File: src/sv/mase_pkg.sv
// ----------------------------------------------------------------------------
// mase_pkg: shared types, codes and the ALU function of the execute block
// Instruction field positions, opcode and funct codes, and one-pass execute.
// ----------------------------------------------------------------------------
package mase_pkg;

    localparam int unsigned DATA_W   = 32;
    localparam int unsigned RF_DEPTH = 32;
    localparam int unsigned REG_W    = 5;
    localparam int unsigned CODE_W   = 6;

    localparam logic [DATA_W-1:0] PC_STEP = 32'd4;

    // opcodes
    localparam logic [CODE_W-1:0] OP_RTYPE = 6'd0;
    localparam logic [CODE_W-1:0] OP_ADDI  = 6'd8;
    localparam logic [CODE_W-1:0] OP_ADDIU = 6'd9;
    localparam logic [CODE_W-1:0] OP_SLTI  = 6'd10;
    localparam logic [CODE_W-1:0] OP_SLTIU = 6'd11;
    localparam logic [CODE_W-1:0] OP_ANDI  = 6'd12;
    localparam logic [CODE_W-1:0] OP_ORI   = 6'd13;
    localparam logic [CODE_W-1:0] OP_XORI  = 6'd14;
    localparam logic [CODE_W-1:0] OP_LUI   = 6'd15;

    // funct codes
    localparam logic [CODE_W-1:0] FN_SLL  = 6'd0;
    localparam logic [CODE_W-1:0] FN_SRL  = 6'd2;
    localparam logic [CODE_W-1:0] FN_SRA  = 6'd3;
    localparam logic [CODE_W-1:0] FN_SLLV = 6'd4;
    localparam logic [CODE_W-1:0] FN_SRLV = 6'd6;
    localparam logic [CODE_W-1:0] FN_SRAV = 6'd7;
    localparam logic [CODE_W-1:0] FN_ADD  = 6'd32;
    localparam logic [CODE_W-1:0] FN_ADDU = 6'd33;
    localparam logic [CODE_W-1:0] FN_SUB  = 6'd34;
    localparam logic [CODE_W-1:0] FN_SUBU = 6'd35;
    localparam logic [CODE_W-1:0] FN_AND  = 6'd36;
    localparam logic [CODE_W-1:0] FN_OR   = 6'd37;
    localparam logic [CODE_W-1:0] FN_XOR  = 6'd38;
    localparam logic [CODE_W-1:0] FN_NOR  = 6'd39;
    localparam logic [CODE_W-1:0] FN_SLT  = 6'd42;
    localparam logic [CODE_W-1:0] FN_SLTU = 6'd43;

    typedef struct packed {
        logic              ok;
        logic [REG_W-1:0]  dest;
        logic [DATA_W-1:0] val;
    } t_alu_res;

    // Execute one instruction on operands a (rs) and b (rt).
    function automatic t_alu_res alu_exec(input logic [DATA_W-1:0] ins,
                                          input logic [DATA_W-1:0] a,
                                          input logic [DATA_W-1:0] b);
        t_alu_res          res;
        logic [CODE_W-1:0] op;
        logic [CODE_W-1:0] fn;
        logic [REG_W-1:0]  sh;
        logic [REG_W-1:0]  vsh;
        logic [DATA_W-1:0] imm;
        logic [DATA_W-1:0] simm;
        op   = ins[31:26];
        fn   = ins[5:0];
        sh   = ins[10:6];
        vsh  = a[REG_W-1:0];
        imm  = {16'd0, ins[15:0]};
        simm = {{16{ins[15]}}, ins[15:0]};
        res.ok  = 1'b1;
        res.val = '0;
        if (op == OP_RTYPE) begin
            res.dest = ins[15:11];
            unique case (fn)
                FN_SLL:           res.val = b << sh;
                FN_SRL:           res.val = b >> sh;
                FN_SRA:           res.val = DATA_W'($signed(b) >>> sh);
                FN_SLLV:          res.val = b << vsh;
                FN_SRLV:          res.val = b >> vsh;
                FN_SRAV:          res.val = DATA_W'($signed(b) >>> vsh);
                FN_ADD, FN_ADDU:  res.val = a + b;
                FN_SUB, FN_SUBU:  res.val = a - b;
                FN_AND:           res.val = a & b;
                FN_OR:            res.val = a | b;
                FN_XOR:           res.val = a ^ b;
                FN_NOR:           res.val = ~(a | b);
                FN_SLT:           res.val = {31'd0, $signed(a) < $signed(b)};
                FN_SLTU:          res.val = {31'd0, a < b};
                default:          res.ok  = 1'b0;
            endcase
        end else begin
            res.dest = ins[20:16];
            unique case (op)
                OP_ADDI, OP_ADDIU: res.val = a + simm;
                OP_SLTI:           res.val = {31'd0, $signed(a) < $signed(simm)};
                OP_SLTIU:          res.val = {31'd0, a < simm};
                OP_ANDI:           res.val = a & imm;
                OP_ORI:            res.val = a | imm;
                OP_XORI:           res.val = a ^ imm;
                OP_LUI:            res.val = {ins[15:0], 16'd0};
                default:           res.ok  = 1'b0;
            endcase
        end
        return res;
    endfunction

endpackage

File: src/sv/mase_ram.sv
// ----------------------------------------------------------------------------
// mase_ram: generic RAM, one write port and two registered read ports
// Read data updates only on a read enable; a read at the written address
// in the same cycle returns the old contents.
// ----------------------------------------------------------------------------
module mase_ram #(
    parameter int unsigned WIDTH = mase_pkg::DATA_W,
    parameter int unsigned DEPTH = mase_pkg::RF_DEPTH
) (
    input  logic                     i_clk,
    input  logic                     i_we,
    input  logic [$clog2(DEPTH)-1:0] i_waddr,
    input  logic [WIDTH-1:0]         i_wdata,
    input  logic                     i_re,
    input  logic [$clog2(DEPTH)-1:0] i_raddr_a,
    input  logic [$clog2(DEPTH)-1:0] i_raddr_b,
    output logic [WIDTH-1:0]         o_rdata_a,
    output logic [WIDTH-1:0]         o_rdata_b
);

    logic [WIDTH-1:0] r_mem [DEPTH];

    always_ff @(posedge i_clk) begin
        if (i_we) begin
            r_mem[i_waddr] <= i_wdata;
        end
        if (i_re) begin
            o_rdata_a <= r_mem[i_raddr_a];
            o_rdata_b <= r_mem[i_raddr_b];
        end
    end

endmodule

File: src/sv/mips_alu_subset_execute.sv
// ----------------------------------------------------------------------------
// mips_alu_subset_execute: MIPS32 integer ALU subset with register file
// Executes one instruction word per item against a 32 x 32 register file.
// ----------------------------------------------------------------------------
// Usage:
//   Input channel: i_valid / o_ready carry i_instruction. Output channel:
//   o_valid / i_ready carry o_status, o_next_pc, o_write_enable,
//   o_dest_register and o_write_value, one result item per instruction.
//   Stage 1 registers the instruction together with the two register-file
//   reads (the RAM read port is registered); stage 2 is the result
//   register, loaded from the one-pass ALU. The register file write happens
//   as an item leaves stage 1, and a bypass captured at acceptance covers
//   the item right behind it, so dependent instructions follow with no
//   bubble.
//   Throughput: one item per cycle while the receiver takes results.
//   Reset: valid bits of all 32 registers clear, so every register reads
//   as zero at once; the program counter clears to zero; both stages
//   empty. No clearing pass is needed.
//   Stall: when i_ready is low with a result waiting, the result register
//   holds, stage 1 holds its item; o_ready drops only when both are full.
//   Register 0 is never written and always reads as zero.
// ----------------------------------------------------------------------------
module mips_alu_subset_execute (
    input  logic                         i_clk,
    input  logic                         i_rst_n,
    // input channel
    input  logic                         i_valid,
    output logic                         o_ready,
    input  logic [mase_pkg::DATA_W-1:0]  i_instruction,
    // output channel
    output logic                         o_valid,
    input  logic                         i_ready,
    output logic                         o_status,
    output logic [mase_pkg::DATA_W-1:0]  o_next_pc,
    output logic                         o_write_enable,
    output logic [mase_pkg::REG_W-1:0]   o_dest_register,
    output logic [mase_pkg::DATA_W-1:0]  o_write_value
);

    localparam int unsigned DW = mase_pkg::DATA_W;
    localparam int unsigned RW = mase_pkg::REG_W;
    localparam int unsigned RD = mase_pkg::RF_DEPTH;

    // stage 1: instruction, read qualifiers, bypass
    logic          r_s1_valid;
    logic [DW-1:0] r_s1_ins;
    logic          r_a_vld, r_b_vld;
    logic          r_a_byp, r_b_byp;
    logic [DW-1:0] r_byp_val;

    // register-file bookkeeping and program counter
    logic [RD-1:0] r_rf_vld;
    logic [DW-1:0] r_pc;
    logic [DW-1:0] n_pc;

    // stage 2: result register
    logic          r_o_valid;
    logic          r_o_status;
    logic [DW-1:0] r_o_next_pc;
    logic          r_o_we;
    logic [RW-1:0] r_o_dest;
    logic [DW-1:0] r_o_val;

    logic          in_fire;
    logic          s1_adv;
    logic          s1_fire;
    logic [RW-1:0] rs_new, rt_new;
    logic [DW-1:0] ram_a, ram_b;
    logic [DW-1:0] op_a, op_b;
    logic          wr_en;

    mase_pkg::t_alu_res alu;

    // handshakes: stage 2 frees when empty or taken; stage 1 follows
    assign s1_adv  = !r_o_valid || i_ready;
    assign o_ready = !r_s1_valid || s1_adv;
    assign in_fire = i_valid && o_ready;
    assign s1_fire = r_s1_valid && s1_adv;

    assign rs_new = i_instruction[25:21];
    assign rt_new = i_instruction[20:16];

    // operands: bypass from the item ahead, else stored value, else zero
    always_comb begin
        priority if (r_a_byp) op_a = r_byp_val;
        else if (r_a_vld)     op_a = ram_a;
        else                  op_a = '0;
        priority if (r_b_byp) op_b = r_byp_val;
        else if (r_b_vld)     op_b = ram_b;
        else                  op_b = '0;
    end

    assign alu   = mase_pkg::alu_exec(r_s1_ins, op_a, op_b);
    // write only known instructions to a nonzero register
    assign wr_en = s1_fire && alu.ok && (alu.dest != '0);
    assign n_pc  = r_pc + mase_pkg::PC_STEP;

    mase_ram #(
        .WIDTH (DW),
        .DEPTH (RD)
    ) u_rf (
        .i_clk     (i_clk),
        .i_we      (wr_en),
        .i_waddr   (alu.dest),
        .i_wdata   (alu.val),
        .i_re      (in_fire),
        .i_raddr_a (rs_new),
        .i_raddr_b (rt_new),
        .o_rdata_a (ram_a),
        .o_rdata_b (ram_b)
    );

    // stage 1 control and read qualifiers
    always_ff @(posedge i_clk) begin
        if (!i_rst_n) begin
            r_s1_valid <= 1'b0;
        end else if (o_ready) begin
            r_s1_valid <= i_valid;
        end
        if (in_fire) begin
            r_s1_ins  <= i_instruction;
            r_a_vld   <= r_rf_vld[rs_new];
            r_b_vld   <= r_rf_vld[rt_new];
            // the item leaving stage 1 now writes too late for the RAM read
            r_a_byp   <= wr_en && (alu.dest == rs_new);
            r_b_byp   <= wr_en && (alu.dest == rt_new);
            r_byp_val <= alu.val;
        end
    end

    // valid bits and program counter
    always_ff @(posedge i_clk) begin
        if (!i_rst_n) begin
            r_rf_vld <= '0;
            r_pc     <= '0;
        end else begin
            if (wr_en) begin
                r_rf_vld[alu.dest] <= 1'b1;
            end
            if (s1_fire) begin
                r_pc <= n_pc;
            end
        end
    end

    // result register: advance on s1_fire, hold while stalled
    always_ff @(posedge i_clk) begin
        if (!i_rst_n) begin
            r_o_valid <= 1'b0;
        end else if (s1_adv) begin
            r_o_valid <= r_s1_valid;
        end
        if (s1_fire) begin
            r_o_status  <= !alu.ok;
            r_o_next_pc <= n_pc;
            r_o_we      <= alu.ok && (alu.dest != '0);
            r_o_dest    <= alu.ok ? alu.dest : '0;
            r_o_val     <= alu.ok ? alu.val : '0;
        end
    end

    assign o_valid         = r_o_valid;
    assign o_status        = r_o_status;
    assign o_next_pc       = r_o_next_pc;
    assign o_write_enable  = r_o_we;
    assign o_dest_register = r_o_dest;
    assign o_write_value   = r_o_val;

    // register 0 is never written
    a_no_r0_write: assert property (@(posedge i_clk) disable iff (!i_rst_n)
        wr_en |-> (alu.dest != '0))
        else $error("write to register zero");

    // program counter steps by four with each item leaving stage 1
    a_pc_step: assert property (@(posedge i_clk) disable iff (!i_rst_n)
        s1_fire |=> (r_pc == $past(r_pc) + mase_pkg::PC_STEP))
        else $error("program counter did not advance by four");

    // input blocks only when both stages are full and the output stalls
    a_ready_full: assert property (@(posedge i_clk) disable iff (!i_rst_n)
        !o_ready |-> (r_s1_valid && r_o_valid && !i_ready))
        else $error("input blocked with room in the pipeline");

    // an unknown instruction reports no write
    a_unknown_nowrite: assert property (@(posedge i_clk) disable iff (!i_rst_n)
        (r_o_valid && r_o_status) |-> (!r_o_we && (r_o_val == '0)))
        else $error("unknown instruction shows a write");

endmodule

File: config.mk
export PLATFORM = sky130hd
export DESIGN_NAME = mips_alu_subset_execute
export DESIGN_NICKNAME = d
export VERILOG_FILES = /design/src/sv/mase_pkg.sv /design/src/sv/mase_ram.sv /design/src/sv/mips_alu_subset_execute.sv
export SDC_FILE = /design/constraint.sdc
export NUM_CORES = 2
export LEC_CHECK = 0
export ABC_AREA = 1
export BUFFER_PORTS_ARGS = -buffer_cell sky130_fd_sc_hd__buf_4
export CAP_MARGIN = 20
export CORE_MARGIN = 5
export CORE_UTILIZATION = 41
export CTS_BUF_LIST = sky130_fd_sc_hd__clkbuf_2 sky130_fd_sc_hd__clkbuf_4 sky130_fd_sc_hd__clkbuf_8
export DETAILED_ROUTE_END_ITERATION = 10
export PLACE_DENSITY = 0.55
export REMOVE_ABC_BUFFERS = 1
export SLEW_MARGIN = 20
export SYNTH_ARGS = -nofsm -noshare
export SYNTH_HDL_FRONTEND = slang
export SYNTH_HIERARCHICAL = 1
export SYNTH_SLANG_ARGS = --single-unit
File: constraint.sdc
create_clock -name i_clk -period 11.4 [get_ports i_clk]
set_input_delay 0 -clock i_clk [delete_from_list [all_inputs] [get_ports i_clk]]
set_output_delay 0 -clock i_clk [all_outputs]
set_load 0.005 [all_outputs]
==> key figures <==
Status
  – Outcome: finished, final reports clean

Yosys
  – Yosys warnings: 6
  – Count leader, synth: nand2_1
  – Yosys top cell area share: 46.31%
  – Synthesized-area fraction occupied by and/or/nand/nor cells: a little over a third
  – Largest family of logic cells by synthesized area: simple AND/OR/NAND/NOR gates
  – Post-Synth Adder-Cell Area: 3.018%
  – Post-synth ARST share: 0%
  – Post-Synth XOR/XNOR Area: less than 1%
  – Post-synth top area cell: edfxtp_1
  – EDFF count, synth: 1220
  – Synthesis-stage register bit count: 1284
  – Compound-gate portion of the synthesized area: 4.962%
  – Post-synthesis instance total: 10058
  – Sequential area share after synthesis: between 40% and 50%
  – Most frequent cells after synthesis: nand2_1 (3949), nand3_1 (2303), edfxtp_1 (1220)
  – Syn_area_per_cell: between 7 and 8 um^2
  – Synth top area cells: edfxtp_1 (46%), nand2_1 (19%), nand3_1 (15%), ha_1 (2.9%), inv_1 (2.2%)
  – Primary FF master, synth: edfxtp_1
  – Distinct cell type count after synthesis: 67
  – Mux cell area share after synthesis: 0%
  – Synthesized cell area: approximately 80000 um^2

Die
  – Die H: 449.2 um
  – Initial Util: 41.16%
  – # rows: 161
  – Placeable Area: 192200 um^2
  – I/O pin total: ~110
  – Die ar.: 201800 um^2
  – Width of the die: 449.2 um

Power
  – Worst IR Drop VDD: 0.00009466 V
  – LEAKAGE: about 36 nW
  – Pwr Density: 134.3 nW/um^2

Clock network
  – CTS tree: done
  – H-tree depth: 4
  – Clk sinks: 1284
  – Clk pin slew, worst setup/hold paths: about 0.060 ns
  – Number of gates resized after cts: 0
  – Clock latency on the worst-skew pair: 1.00 ns
  – CTS buffer count: 221
  – CTS Buffer Depth: 3
  – Clock root buffer: clkbuf_8
  – Setup Buffers After CTS: 0
  – CTS Hold Buffers Added: 64

Global route
  – Total gr overflow: 0
  – GR Util All Layers: 35.43%
  – Largest net degree at the start of global routing: around 180
  – Initial antenna violation count: 16
  – First-pass GRT wire length: 523600 um
  – Vias in the first global route: 71724

Worst setup path
  – CP Cell Sequence: buf_4 -> nor2_2 -> buf_4 -> a22oi_1 -> inv_1 -> ha_1 -> nand2_1 -> nor2_1 -> and2_1 -> nand4_1 -> nand3_1 -> nand2_1 -> nand3_1 -> nand2_1 -> inv_1 -> nand2_1 -> nor2_1 -> nand3_1 -> nand2_1 -> nand2_1 -> buf_4
  – Crit end category: flop
  – Worst endpoint data arrival time: roughly 6.9 ns
  – Worst path required time: approximately 12 ns
  – WP buf/inv: 5
  – Slowest cell on crit path: a22oi_1
  – Delay-heaviest family, CP: simple AND/OR/NAND/NOR gates
  – Crit Path Max Fanout: 33
  – Max incr delay on CP: about 0.73 ns
  – Critical Path Start Type: flop
  – Worst path most repeated cell: nand2_1
  – Setup CP Type: reg2reg

Placement
  – DP Worst Slack: 5.128 ns
  – Port bufs: 106
  – GP Congestion: about 1.0
  – Post-DP HPWL: about 240000 um
  – DP Area: 81130 um^2
  – Placed Cells: 12278

STA
  – Post-route setup TNS: 0 ns
  – Final setup vio count: 0
  – Headroom to the max-slew limit: 15.19%
  – Fmax: 0.1600 GHz
  – Slew Viols, Final: 0
  – Worst-margin pin slew: between 1 and 1.5 ns
  – Final Hold Viols: 0
  – Tmin final: 6.250 ns
  – Setup WS post-layout: about 5.1 ns
  – Final Skew: roughly 0.068 ns
  – RSZ-0062 raised after global routing: false
  – Final period utilization: 54.83%

Route
  – Post-route ant nets: 0
  – Initial DRC count: approximately 10000
  – DR vias: approximately 76000
  – Post-Route WL: 372800 um
  – Vias per cell: between 5 and 6
  – Drt first pass iters: 6
  – Wire per inst: 29.24 um
  – DRC: 0

Final layout
  – Fin area: 86090 um^2
  – Area grow syn2layout: 8.826%
  – Layout Cells excl Fill: ~13000
  – Final #Nets: around 10000
  – Share of post-route cells with drive strength above 1: 7.657%

Run
  – Max cap viols: 0

Hold path
  – Hold Path Class: in2reg
## sequential cells by signal, summed over array words and instances, names as in the netlist
register	flops
o_write_enable	1
r_s1_ins	27
o_dest_register	5
r_a_vld	1
o_write_value	32
u_rf/o_rdata_b	32
r_s1_valid	1
u_rf/o_rdata_a	32
o_status	1
r_a_byp	1
r_b_byp	1
r_pc	30
r_byp_val	32
r_b_vld	1
o_next_pc	30
u_rf/r_mem	1024
r_rf_vld	32
o_valid	1
## worst min-delay path, stage by stage
cell and delay, ns:
buf_6 0.24, nand3_1 0.19, nand2_1 0.06, nand2_1 0.06, nand2_1 0.05, nand2_1 0.06
nand2_1 0.13
## final cells by class
cell class | instances | area (um^2)
Clock inverter | 101 | 648.1
Multi-Input combinational cell | 7677 | 35810
Timing Repair Buffer | 360 | 2949
Inverter | 495 | 1934
Fill cell | 19207 | 106100
Tap cell | 2526 | 3161
Antenna cell | 7 | 17.52
Clock buffer | 296 | 3649
Sequential cell | 1284 | 37920
## power breakdown
group | total (W) | switching (W) | internal [W]
clock network | 0.00416 | 0.00201 | 0.00215
logic | 0.00214 | 0.00162 | 0.000523
registers | 0.00526 | 0.0000477 | 0.00521
total | 0.0116 | 0.00368 | 0.00789
## stage by stage
stage / hold slack (ns) / utilization, % / power, W
3_5_place_dp: 0.1813 / 42.21 / 0.007412
2_1_floorplan: 0.09763 / - / 0.006442
6_report: 0.06469 / 44.80 / 0.01156
4_1_cts: 0.004463 / 44.78 / 0.01158
3_3_place_gp: 0.1803 / 42.21 / 0.007423
5_1_grt: 0.07225 / 44.79 / 0.01200
## path summary, 6_finish.rpt
path	startpoint	to	slack [ns]	cells past startpoint
hold reg to reg	r_rf_vld[7]	r_rf_vld[7]	0.47	2
hold / removal	i_instruction[23]	u_rf/o_rdata_a[17]	0.06	7
setup reg to reg	r_a_byp	u_rf/r_mem[2][19]	5.15	21
setup / recovery	r_a_byp	u_rf/r_mem[2][19]	5.15	21
## cells in the final DEF (no fill, tap or decap), drive strengths merged, types with 186 or more instances in the layout
cell type     n
nor2        384
buf         296
ha          186
inv         497
nand2      3964
a21oi       246
nand3      2310
clkbuf      296
edfxtp     1220
o21ai       223
## layer usage
metal,GRT usage [%],part of all wire (%)
met5,0,0.019
met4,23.01,7.6
met3,6.114,8.4
met2,55.63,45
met1,45.25,39
## cell families after synthesis
family / after synthesis
other: 1
AO/OA/AOI/OAI: 662
XOR/XNOR: 37
buffers and inverters: 1098
flip-flops: 1284
AND/OR/NAND/NOR: 6787
adder cells (fa/ha/maj): 189
Note: power is estimated with default switching activity, not from simulation.
